$ cat src/hdl/url_psd_pkg.sv
// URL path cleaner: shared constants, result word type and hex digit decode.
// No dependencies.
`default_nettype none

package url_psd_pkg;

  localparam int unsigned ByteW = 8;
  localparam int unsigned MaxRes = 3;

  localparam logic [ByteW-1:0] ChPercent = 8'h25;
  localparam logic [ByteW-1:0] ChSlash   = 8'h2F;
  localparam logic [ByteW-1:0] ChZero    = 8'h30;
  localparam logic [ByteW-1:0] ChNine    = 8'h39;
  localparam logic [ByteW-1:0] ChUpperA  = 8'h41;
  localparam logic [ByteW-1:0] ChUpperF  = 8'h46;
  localparam logic [ByteW-1:0] ChLowerA  = 8'h61;
  localparam logic [ByteW-1:0] ChLowerF  = 8'h66;

  // escape phase codes
  localparam logic [1:0] PhIdle  = 2'd0;
  localparam logic [1:0] PhPct   = 2'd1;
  localparam logic [1:0] PhDigit = 2'd2;

  typedef struct packed {
    logic [ByteW-1:0] out_char;
    logic             has_char;
    logic             path_done;
  } res_t;

  typedef struct packed {
    logic       ok;
    logic [3:0] val;
  } hex_t;

  function automatic hex_t hex_decode(input logic [ByteW-1:0] c);
    hex_t h;
    logic [ByteW-1:0] d;
    h.ok  = 1'b0;
    h.val = 4'd0;
    d     = '0;
    if (c >= ChZero && c <= ChNine) begin
      d     = c - ChZero;
      h.ok  = 1'b1;
      h.val = d[3:0];
    end else if (c >= ChUpperA && c <= ChUpperF) begin
      d     = c - ChUpperA + 8'd10;
      h.ok  = 1'b1;
      h.val = d[3:0];
    end else if (c >= ChLowerA && c <= ChLowerF) begin
      d     = c - ChLowerA + 8'd10;
      h.ok  = 1'b1;
      h.val = d[3:0];
    end
    return h;
  endfunction

endpackage

`default_nettype wire

$ cat src/hdl/url_psd_if.sv
// URL path cleaner: valid/ready channel interfaces for path bytes and result words.
// Depends on url_psd_pkg.
`default_nettype none

interface url_psd_in_if;
  import url_psd_pkg::*;
  logic             valid;
  logic             ready;
  logic [ByteW-1:0] path_byte;
  logic             is_final;
  modport source (output valid, output path_byte, output is_final, input ready);
  modport sink   (input valid, input path_byte, input is_final, output ready);
endinterface

interface url_psd_out_if;
  import url_psd_pkg::*;
  logic             valid;
  logic             ready;
  logic [ByteW-1:0] out_char;
  logic             has_char;
  logic             path_done;
  modport source (output valid, output out_char, output has_char, output path_done,
                  input ready);
  modport sink   (input valid, input out_char, input has_char, input path_done,
                  output ready);
endinterface

`default_nettype wire

$ cat src/hdl/url_path_slash_collapse_percent_decode_core.sv
// URL path cleaner top level: slash collapsing and percent decoding, one byte per word.
// Depends on url_psd_pkg and the channel interfaces in url_psd_if.sv.
//
// A path byte is decoded in the cycle it is accepted and its result words (zero to three)
// land in a four-entry output queue, drained one word per cycle while the receiver is
// ready. A byte is taken whenever the queue holds at most one word, so a stream giving
// one word per byte runs at one byte per cycle when the output does not stall; a byte
// with more words holds off input until the queue drains to one word. The last path byte
// flushes held escape characters; a bare end marker is sent if it yields nothing else.
`default_nettype none

module url_path_slash_collapse_percent_decode_core (
  input  wire logic        clk,
  input  wire logic        rst_n,
  url_psd_in_if.sink       in_ch,
  url_psd_out_if.source    out_ch
);
  import url_psd_pkg::*;

  localparam int unsigned QDepth = 4;
  localparam int unsigned PtrW   = $clog2(QDepth);
  localparam int unsigned CntW   = $clog2(QDepth + 1);

  logic             prev_slash_r, prev_slash_nxt;
  logic [1:0]       phase_r, phase_nxt;
  logic [ByteW-1:0] held_r, held_nxt;

  res_t             q_r [QDepth];
  logic [PtrW-1:0]  wr_ptr_r, rd_ptr_r;
  logic [CntW-1:0]  cnt_r;

  res_t             res [MaxRes];
  logic [1:0]       n_res;

  logic             acc, pop;
  logic [ByteW-1:0] c;
  hex_t             hc, hh;
  logic             drop;

  assign acc = in_ch.valid & in_ch.ready;
  assign pop = out_ch.valid & out_ch.ready;
  assign c   = in_ch.path_byte;
  assign hc  = hex_decode(c);
  assign hh  = hex_decode(held_r);
  assign drop = (c == ChSlash) && prev_slash_r;

  assign in_ch.ready = (cnt_r <= CntW'(QDepth - MaxRes));

  always_comb begin
    logic pct_c;
    pct_c          = (c == ChPercent);
    prev_slash_nxt = (c == ChSlash);
    phase_nxt      = phase_r;
    held_nxt       = held_r;
    n_res          = 2'd0;
    for (int i = 0; i < MaxRes; i++) begin
      res[i] = '{out_char: '0, has_char: 1'b0, path_done: 1'b0};
    end

    if (!drop) begin
      unique case (phase_r)
        PhPct: begin
          if (hc.ok) begin
            held_nxt  = c;
            phase_nxt = PhDigit;
          end else begin
            res[n_res] = '{out_char: ChPercent, has_char: 1'b1, path_done: 1'b0};
            n_res      = n_res + 2'd1;
            if (pct_c) begin
              phase_nxt = PhPct;
            end else begin
              phase_nxt  = PhIdle;
              res[n_res] = '{out_char: c, has_char: 1'b1, path_done: 1'b0};
              n_res      = n_res + 2'd1;
            end
          end
        end
        PhDigit: begin
          if (hc.ok) begin
            res[0]    = '{out_char: {hh.val, hc.val}, has_char: 1'b1, path_done: 1'b0};
            n_res     = 2'd1;
            phase_nxt = PhIdle;
            held_nxt  = '0;
          end else begin
            res[0]   = '{out_char: ChPercent, has_char: 1'b1, path_done: 1'b0};
            res[1]   = '{out_char: held_r, has_char: 1'b1, path_done: 1'b0};
            n_res    = 2'd2;
            held_nxt = '0;
            if (pct_c) begin
              phase_nxt = PhPct;
            end else begin
              phase_nxt = PhIdle;
              res[2]    = '{out_char: c, has_char: 1'b1, path_done: 1'b0};
              n_res     = 2'd3;
            end
          end
        end
        default: begin
          if (pct_c) begin
            phase_nxt = PhPct;
          end else begin
            phase_nxt = PhIdle;
            res[0]    = '{out_char: c, has_char: 1'b1, path_done: 1'b0};
            n_res     = 2'd1;
          end
        end
      endcase
    end

    if (in_ch.is_final) begin
      // flush held escape characters
      if (phase_nxt == PhPct) begin
        if (n_res < 2'd3) begin
          res[n_res] = '{out_char: ChPercent, has_char: 1'b1, path_done: 1'b0};
          n_res      = n_res + 2'd1;
        end
      end else if (phase_nxt == PhDigit) begin
        if (n_res < 2'd3) begin
          res[n_res] = '{out_char: ChPercent, has_char: 1'b1, path_done: 1'b0};
          n_res      = n_res + 2'd1;
        end
        if (n_res < 2'd3) begin
          res[n_res] = '{out_char: held_nxt, has_char: 1'b1, path_done: 1'b0};
          n_res      = n_res + 2'd1;
        end
      end
      if (n_res == 2'd0) begin
        res[0] = '{out_char: '0, has_char: 1'b0, path_done: 1'b1};
        n_res  = 2'd1;
      end else begin
        res[n_res - 2'd1].path_done = 1'b1;
      end
      prev_slash_nxt = 1'b0;
      phase_nxt      = PhIdle;
      held_nxt       = '0;
    end
  end

  always_ff @(posedge clk) begin
    if (!rst_n) begin
      prev_slash_r <= 1'b0;
      phase_r      <= PhIdle;
      held_r       <= '0;
      wr_ptr_r     <= '0;
      rd_ptr_r     <= '0;
      cnt_r        <= '0;
    end else begin
      if (acc) begin
        prev_slash_r <= prev_slash_nxt;
        phase_r      <= phase_nxt;
        held_r       <= held_nxt;
        wr_ptr_r     <= wr_ptr_r + PtrW'(n_res);
      end
      if (pop) begin
        rd_ptr_r <= rd_ptr_r + PtrW'(1);
      end
      cnt_r <= cnt_r + (acc ? CntW'(n_res) : CntW'(0)) - (pop ? CntW'(1) : CntW'(0));
    end
  end

  always_ff @(posedge clk) begin
    if (acc) begin
      for (int i = 0; i < MaxRes; i++) begin
        if (2'(i) < n_res) begin
          q_r[wr_ptr_r + PtrW'(i)] <= res[i];
        end
      end
    end
  end

  assign out_ch.valid     = (cnt_r != '0);
  assign out_ch.out_char  = q_r[rd_ptr_r].out_char;
  assign out_ch.has_char  = q_r[rd_ptr_r].has_char;
  assign out_ch.path_done = q_r[rd_ptr_r].path_done;

endmodule

`default_nettype wire
$ cat src/flat_wrapper.sv
// flat-port wrapper written by rule: the top's interface ports become plain ports
module url_path_slash_collapse_percent_decode_core_flat import url_psd_pkg::*;
  (clk, rst_n, in_ch_valid, in_ch_path_byte, in_ch_is_final, in_ch_ready, out_ch_valid, out_ch_out_char, out_ch_has_char, out_ch_path_done, out_ch_ready);
  url_psd_in_if in_ch_i ();
  url_psd_out_if out_ch_i ();
  input  wire logic clk;
  input  wire logic rst_n;
  input wire logic [$bits(in_ch_i.valid)-1:0] in_ch_valid;
  input wire logic [$bits(in_ch_i.path_byte)-1:0] in_ch_path_byte;
  input wire logic [$bits(in_ch_i.is_final)-1:0] in_ch_is_final;
  output wire logic [$bits(in_ch_i.ready)-1:0] in_ch_ready;
  output wire logic [$bits(out_ch_i.valid)-1:0] out_ch_valid;
  output wire logic [$bits(out_ch_i.out_char)-1:0] out_ch_out_char;
  output wire logic [$bits(out_ch_i.has_char)-1:0] out_ch_has_char;
  output wire logic [$bits(out_ch_i.path_done)-1:0] out_ch_path_done;
  input wire logic [$bits(out_ch_i.ready)-1:0] out_ch_ready;
  assign in_ch_i.valid = in_ch_valid;
  assign in_ch_i.path_byte = in_ch_path_byte;
  assign in_ch_i.is_final = in_ch_is_final;
  assign in_ch_ready = in_ch_i.ready;
  assign out_ch_valid = out_ch_i.valid;
  assign out_ch_out_char = out_ch_i.out_char;
  assign out_ch_has_char = out_ch_i.has_char;
  assign out_ch_path_done = out_ch_i.path_done;
  assign out_ch_i.ready = out_ch_ready;
  url_path_slash_collapse_percent_decode_core u_core (.clk(clk), .rst_n(rst_n), .in_ch(in_ch_i), .out_ch(out_ch_i));
endmodule
$ cat config.mk
export PLATFORM = sky130hd
export DESIGN_NAME = url_path_slash_collapse_percent_decode_core_flat
export DESIGN_NICKNAME = d
export VERILOG_FILES = /design/src/hdl/url_psd_pkg.sv /design/src/hdl/url_psd_if.sv /design/src/hdl/url_path_slash_collapse_percent_decode_core.sv /design/src/flat_wrapper.sv
export SDC_FILE = /design/constraint.sdc
export NUM_CORES = 1
export LEC_CHECK = 0
export ABC_AREA = 1
export BUFFER_PORTS_ARGS = -buffer_cell sky130_fd_sc_hd__buf_4
export CORE_MARGIN = 2
export CORE_UTILIZATION = 53
export CTS_BUF_LIST = sky130_fd_sc_hd__clkbuf_8
export CTS_CLUSTER_DIAMETER = 40
export CTS_CLUSTER_SIZE = 16
export DETAILED_ROUTE_END_ITERATION = 10
export PLACE_DENSITY = 0.67
export SKIP_LAST_GASP = 1
export SYNTH_ARGS = -nofsm -noshare
export SYNTH_HDL_FRONTEND = slang
export SYNTH_SLANG_ARGS = --single-unit
$ cat constraint.sdc
create_clock -name clk -period 3.55 [get_ports clk]
set_input_delay 0 -clock clk [delete_from_list [all_inputs] [get_ports clk]]
set_output_delay 0 -clock clk [all_outputs]
set_load 0.03 [all_outputs]
; Word-level counts from Yosys, hierarchy flattened
; Memory sizes are Yosys's and may differ from the RTL's. A register that Yosys moved wholly into a read port is not among the register bits.
; Cells that the tools add are included.
[word_totals]
regBits = 18
latch_bits = 0
mem_bits_rw = 40
romBits = 0
inputBits = 13
out_inout_bits = 12
elab_cells = 150
n_memories = 1
[classes]
addsub = 19
n_mul = 0
div = 0
n_lt_le_gt_ge = 24
n_eq_ne = 6
n_shift = 0
mux = 74
bitwise_logic = 8
reduce_logical = 12
[memory_table]
columns = name, words, word_bits, rd, rd_ports_with_merged_regs, wr, line
row1 = u_core.q_r, 4, 10, 1, 1, 3, url_path_slash_collapse_percent_decode_core.sv:28  ; res_t q_r [QDepth];
[ops]
columns = cell, n
row1 = two-way mux 30 bit, 10
row2 = bitwise mux 30 bit, 2
row3 = demux 10 bit (select 2 bit), 3
row4 = two-way mux 10 bit, 6
row5 = two-way mux 2 bit, 21
row6 = two-way mux 20 bit, 2
row7 = case mux 10 bit (2 select lines), 2
row8 = ">= comparator 8 x 7 -> 1 bit, second input constant", 4
row9 = "less-or-equal comparator 8 x 7 -> 1 bit, second input constant", 4
row10 = two-way mux 8 bit, 3
row11 = "subtractor 4 x 1 -> 4 bit, second input constant", 6
row12 = AND 18 bit, 1
row13 = two-way mux 18 bit, 1
row14 = NOT 18 bit, 1
row15 = "adder 4 bit, second input constant", 4
row16 = "== test 8 x 6 -> 1 bit, second input constant", 2
row17 = ">= comparator 8 x 6 -> 1 bit, second input constant", 2
row18 = "less-or-equal comparator 8 x 6 -> 1 bit, second input constant", 2
row19 = case mux 8 bit (2 select lines), 1
row20 = two-way mux 1 bit, 15
row21 = two-way mux 5 bit, 3
row22 = two-way mux 4 bit, 3
row23 = bitwise OR 12 bit, 1
row24 = logical AND 1 bit, 10
row25 = 19 further kinds, 34

; Depth between registers and ports, before layout
[logic_depth]
ltp_word = 27
mapped_depth = 22
depth_no_buf = 21

; Worst setup path after synthesis
; Ideal clock, no wire load.
[synth_timing]
path_type = flip-flop to flip-flop
from = reg u_core.phase_r[0]
to = reg u_core.cnt_r[2]
setup_ps = 128
arrival_time_ps = 2775
t_required_ps = 3422
setup_slack_ps = 648
stages_incl_launch_ff = 16
path_buffers = 0
synth_period_minus_slack_ps = 2902
path_cell_list = dfxtp_1 inv_1 ha_1 clkinv_1 nand2_2 nor2_4 nor2_8 nand2_2 nand2_2 nand3_4 nand3_4 ha_1 fa_1 xor2_1 inv_1 nor2_1
[synth_between]
elab_chain_len = 19
elab_cells_between_ends = 26
classes_between = add/sub (4) / order compare (2) / eq/ne (4) / mux (15) / reduce/logical (1)
[synth_lines]
columns = element, line
row1 = "start, declared", url_path_slash_collapse_percent_decode_core.sv:25  ; logic [1:0] phase_r, phase_nxt;
row2 = "start signal, assigned", url_path_slash_collapse_percent_decode_core.sv:142  ; phase_r <= PhIdle;
row3 = "start signal, assigned", url_path_slash_collapse_percent_decode_core.sv:150  ; phase_r <= phase_nxt;
row4 = == test 2 bit / == test 2 x 1 -> 1 bit (equally long branches), url_path_slash_collapse_percent_decode_core.sv:61  ; unique case (phase_r)
row5 = case mux 2 bit (2 select lines), url_path_slash_collapse_percent_decode_core.sv:61
row6 = two-way mux 2 bit, url_path_slash_collapse_percent_decode_core.sv:60  ; if (!drop) begin
row7 = adder 2 x 1 -> 2 bit / less-than comparator 2 bit (equally long branches), -
row8 = two-way mux 2 bit, "url_path_slash_collapse_percent_decode_core.sv:113, url_path_slash_collapse_percent_decode_core.sv:118"
row9 = two-way mux 2 bit, url_path_slash_collapse_percent_decode_core.sv:117  ; end else if (phase_nxt == PhDigit) begin
row10 = two-way mux 2 bit, url_path_slash_collapse_percent_decode_core.sv:112  ; if (phase_nxt == PhPct) begin
row11 = two-way mux 2 bit, url_path_slash_collapse_percent_decode_core.sv:110  ; if (in_ch.is_final) begin
row12 = [... 3 more ...], -
row13 = two-way mux 2 bit, url_path_slash_collapse_percent_decode_core.sv:112
row14 = two-way mux 2 bit, url_path_slash_collapse_percent_decode_core.sv:110
row15 = zero test 2 bit, url_path_slash_collapse_percent_decode_core.sv:127  ; if (n_res == 2'd0) begin
row16 = two-way mux 2 bit, url_path_slash_collapse_percent_decode_core.sv:127
row17 = two-way mux 2 bit *, url_path_slash_collapse_percent_decode_core.sv:110
row18 = two-way mux 2 bit *, url_path_slash_collapse_percent_decode_core.sv:157  ; cnt_r <= cnt_r + (acc ? CntW'(n_res) : CntW'(0)) - (pop ? CntW'(1) : CntW'(0));
row19 = adder 3 bit *, url_path_slash_collapse_percent_decode_core.sv:157
row20 = subtractor 3 bit *, url_path_slash_collapse_percent_decode_core.sv:157
row21 = "end signal, assigned", url_path_slash_collapse_percent_decode_core.sv:157
row22 = "end, declared", url_path_slash_collapse_percent_decode_core.sv:30  ; logic [CntW-1:0] cnt_r;
; Every way passes the cells marked *; elsewhere a longest branch is shown, timed or not. The select of a mux whose other input is x is not followed.
; A chain may end at the register's enable or synchronous reset.

==> flow_summary_export.csv <==
group,metric,value,unit
run_status,status,"finished clean",
cells_and_area,layoutNonFillerInstCount,821,
critical_path,cp.arrival,3200,ps
synth,synthTopCellsByArea,"edfxtp_1 (25%), nand2_1 (16%), nand3_1 (11%)",
clock_network,cts_sinks,60,
global_routing,top_usage_layer,"met2",
route,viasPerCell,5.801,
synth,yosys.area_share.xor_xnor,0.01099,
route,dr.first_iter.drc_count,316,
floorplanning,die-area,9794,um^2
flow_run,maxCapViolations,0,
power,powerDensity,461.5,nW/um^2
critical_path,path_cells,"inv_1 > ha_1 > clkinv_1 > nand3_2 > nor2_4 > nor2_8 > nand2_1 > nand3_4 > nor2_8 > nand2_4 > nand3_1",
critical_path,path_max_fanout,19,
synth,synth-simple-area-share,0.4215,
synth,synth_fa_ha_area_frac,0.04084,
sta,finalHoldViolCount,0,
sta,finalCritPeriodShare,0.9071,
critical_path,cp_top_family,"simple AND/OR/NAND/NOR gates",
global_routing,grtUsageMet3,0.04539,
synth,syn_area,4780,um^2
placement,dp_slack,336.1,ps
synth,avgSynthCellArea,6.957,um^2
clock_network,cts_tree,"built",
clock_network,root_buffer,"clkbuf_8",
clock_network,clk_pin_slew,70,ps
route,vias,4763,
cells_and_area,area_growth,10.47,%
synth,syn_nets,715,
floorplanning,num_rows,34,
sta,setup-violations-final,0,
sta,fin_tns_setup,0,ps
synth,synth-seq-cells,60,
route,ant_nets,0,
cells_and_area,nNetsFinal,736,
sta,clock.fmax,310.5,MHz
sta,setup_slack,329.8,ps
global_routing,grt_pass1_wl,22740,um
critical_path,crit_top_cell,"nor2_8",
worst_hold_path,min_path_type,"in -> reg",
synth,synth.distinct_cells,40,
route,wirelength,14070,um
sta,relSlewSlack,0.5285,
power,p_leak,2.339,nW
synth,synth_top_area_share,0.2513,
route,drc,0,
critical_path,critPathLaunchType,"flop",
synth,synth_top_family_by_area,"simple AND/OR/NAND/NOR gates",
synth,syn_inst,687,
synth,synth-compound-area-share,0.1139,
global_routing,grtUsageMet2,0.4834,
placement,hpwlAfterDp,10770,um
clock_network,htree_levels,3,
power,ir_drop,0.0004198,V
critical_path,cp_slowest_cell,"nand3_1",
global_routing,grt-ovfl-total,0,
critical_path,cp.required,3530,ps
cells_and_area,utilization,0.6055,
floorplanning,boundaryPins,25,
synth,synth_ff_type,"edfxtp_1",
synth,synthArstFlopShare,0,
global_routing,first_global_vias,4401,
global_routing,track_usage,0.2966,
cells_and_area,drive_gt1_frac,0.1234,
synth,yosysWarnings,0,
route,firstDrtPassIters,5,
synth,synth_top_cell_by_area,"edfxtp_1",
floorplanning,die_h,98.97,um
synth,synth.most_common_cell,"nand2_1",
clock_network,cts_buffers,9,
placement,io_buffers,24,
cells_and_area,diodes,0,
sta,min_period,3220,ps
sta,drv_slew,0,
sta,clock_skew,14.63,ps
clock_network,clock_latency,360,ps
sta,worst_pin_slew,699.8,ps
synth,synth_mux_area_frac,0,
critical_path,max_stage_delay,460,ps
placement,gp_congestion,0.9551,
global_routing,met1_usage,0.3929,
critical_path,crit_path_end_kind,"flop",
synth,yosys-top-cells-count,"nand2_1 (209), nand3_1 (109), inv_1 (57)",
global_routing,antenna_found_initial,0,
synth,synth_edf_count,40,
synth,yosysSeqAreaShare,0.3351,
global_routing,grt_max_degree,31,
sta,rsz0062_at_grt,"false",
floorplanning,die_x,98.97,um
critical_path,cp_num_buf_inv,2,
floorplanning,coreArea,8721,um^2
route,wl_per_cell,17.14,um
critical_path,crit_type,"reg -> reg",
floorplanning,initial_core_util,0.5481,
clock_network,clk_path_buf_depth,2,
placement,place_inst,804,
==> sequential cells by signal (all words and copies together), names as in the netlist, named ones only <==
register / cells
u_core.prev_slash_r: 1
u_core.rd_ptr_r: 2
u_core.phase_r: 2
u_core.wr_ptr_r: 2
u_core.cnt_r: 3
u_core.q_r: 40
u_core.held_r: 8
==> area by class of cell <==
cell class	instances	area [um^2]
Clock buffer	9	123.9
Clock inverter	7	122.6
Fill cell	826	3441
Inverter	64	240.2
Multi-Input combinational cell	540	2806
Sequential cell	60	1602
Tap cell	108	135.1
Timing Repair Buffer	33	250.2
==> logic make-up (layout without fill, tap and decap cells) <==
group,after synthesis,count (layout)
simple gates,421,421
compound gates,98,98
buf+inv,87,113
flops,60,60
fa+ha+maj,15,15
xor+xnor,6,6
==> placed cells by master (no fill, tap or decap), drive strengths merged, types with 3 or more instances in the layout <==
cell type,n
ha,14
buf,32
edfxtp,40
nand3,119
a31oi,4
o21ai,47
clkbuf,9
o22ai,14
dfxtp,20
nand2,220
a21oi,23
xor2,5
nand4,8
bufinv,3
nor2,68
inv,64
nor3,3
==> where the power goes <==
part	internal [mW]	total, mW	switching (mW)
Combinational	0.246	0.771	0.525
Clock	0.470	0.777	0.307
Sequential	0.855	0.889	0.0333
==> per-stage QoR <==
stage | power, mW | instance area (um^2) | hold slack [ps]
6_report | 2.437 | 5280 | 52.49
3_3_place_gp | 1.655 | 5024 | 235.1
4_1_cts | 2.447 | 5280 | 42.34
2_1_floorplan | 1.436 | 4780 | 93.45
3_5_place_dp | 1.671 | 5024 | 239.3
5_1_grt | 2.571 | 5280 | 112.0
==> final timing paths <==
check / slack (ps) / cells after the start / from / end
setup / recovery: 330 / 11 / u_core.phase_r[0] / u_core.q_r[1][2]
hold / removal: 50 / 5 / out_ch_ready / u_core.rd_ptr_r[0]
setup reg to reg: 330 / 11 / u_core.phase_r[0] / u_core.q_r[1][2]
hold reg to reg: 510 / 2 / u_core.phase_r[0] / u_core.phase_r[0]
==> per-layer routing <==
metal	wire (um)	up-vias
met3	995	43
li1	-	2359
met1	5934	2126
met5	0	-
met4	511	0
met2	6626	235
==> worst reg2reg max path: stages, from the launching register on <==
cell and delay (ps):
dfxtp_1 370, inv_1 60, ha_1 340, clkinv_1 150, nand3_2 190, nor2_4 220, nor2_8 60, nand2_1 230
nand3_4 260, nor2_8 340, nand2_4 170, nand3_1 460
==> timing repair <==
| item | 4_1_cts | 5_1_grt |
|---|---|---|
| buffers inserted | 0 | 0 |
| resized for setup | 0 | 0 |
| endpoints found under the setup margin | 0 | 0 |
| hold endpoints to repair | 7 | 0 |
| hold buffers | 1 | 0 |
No activity file was read; power rests on OpenSTA's default activity.
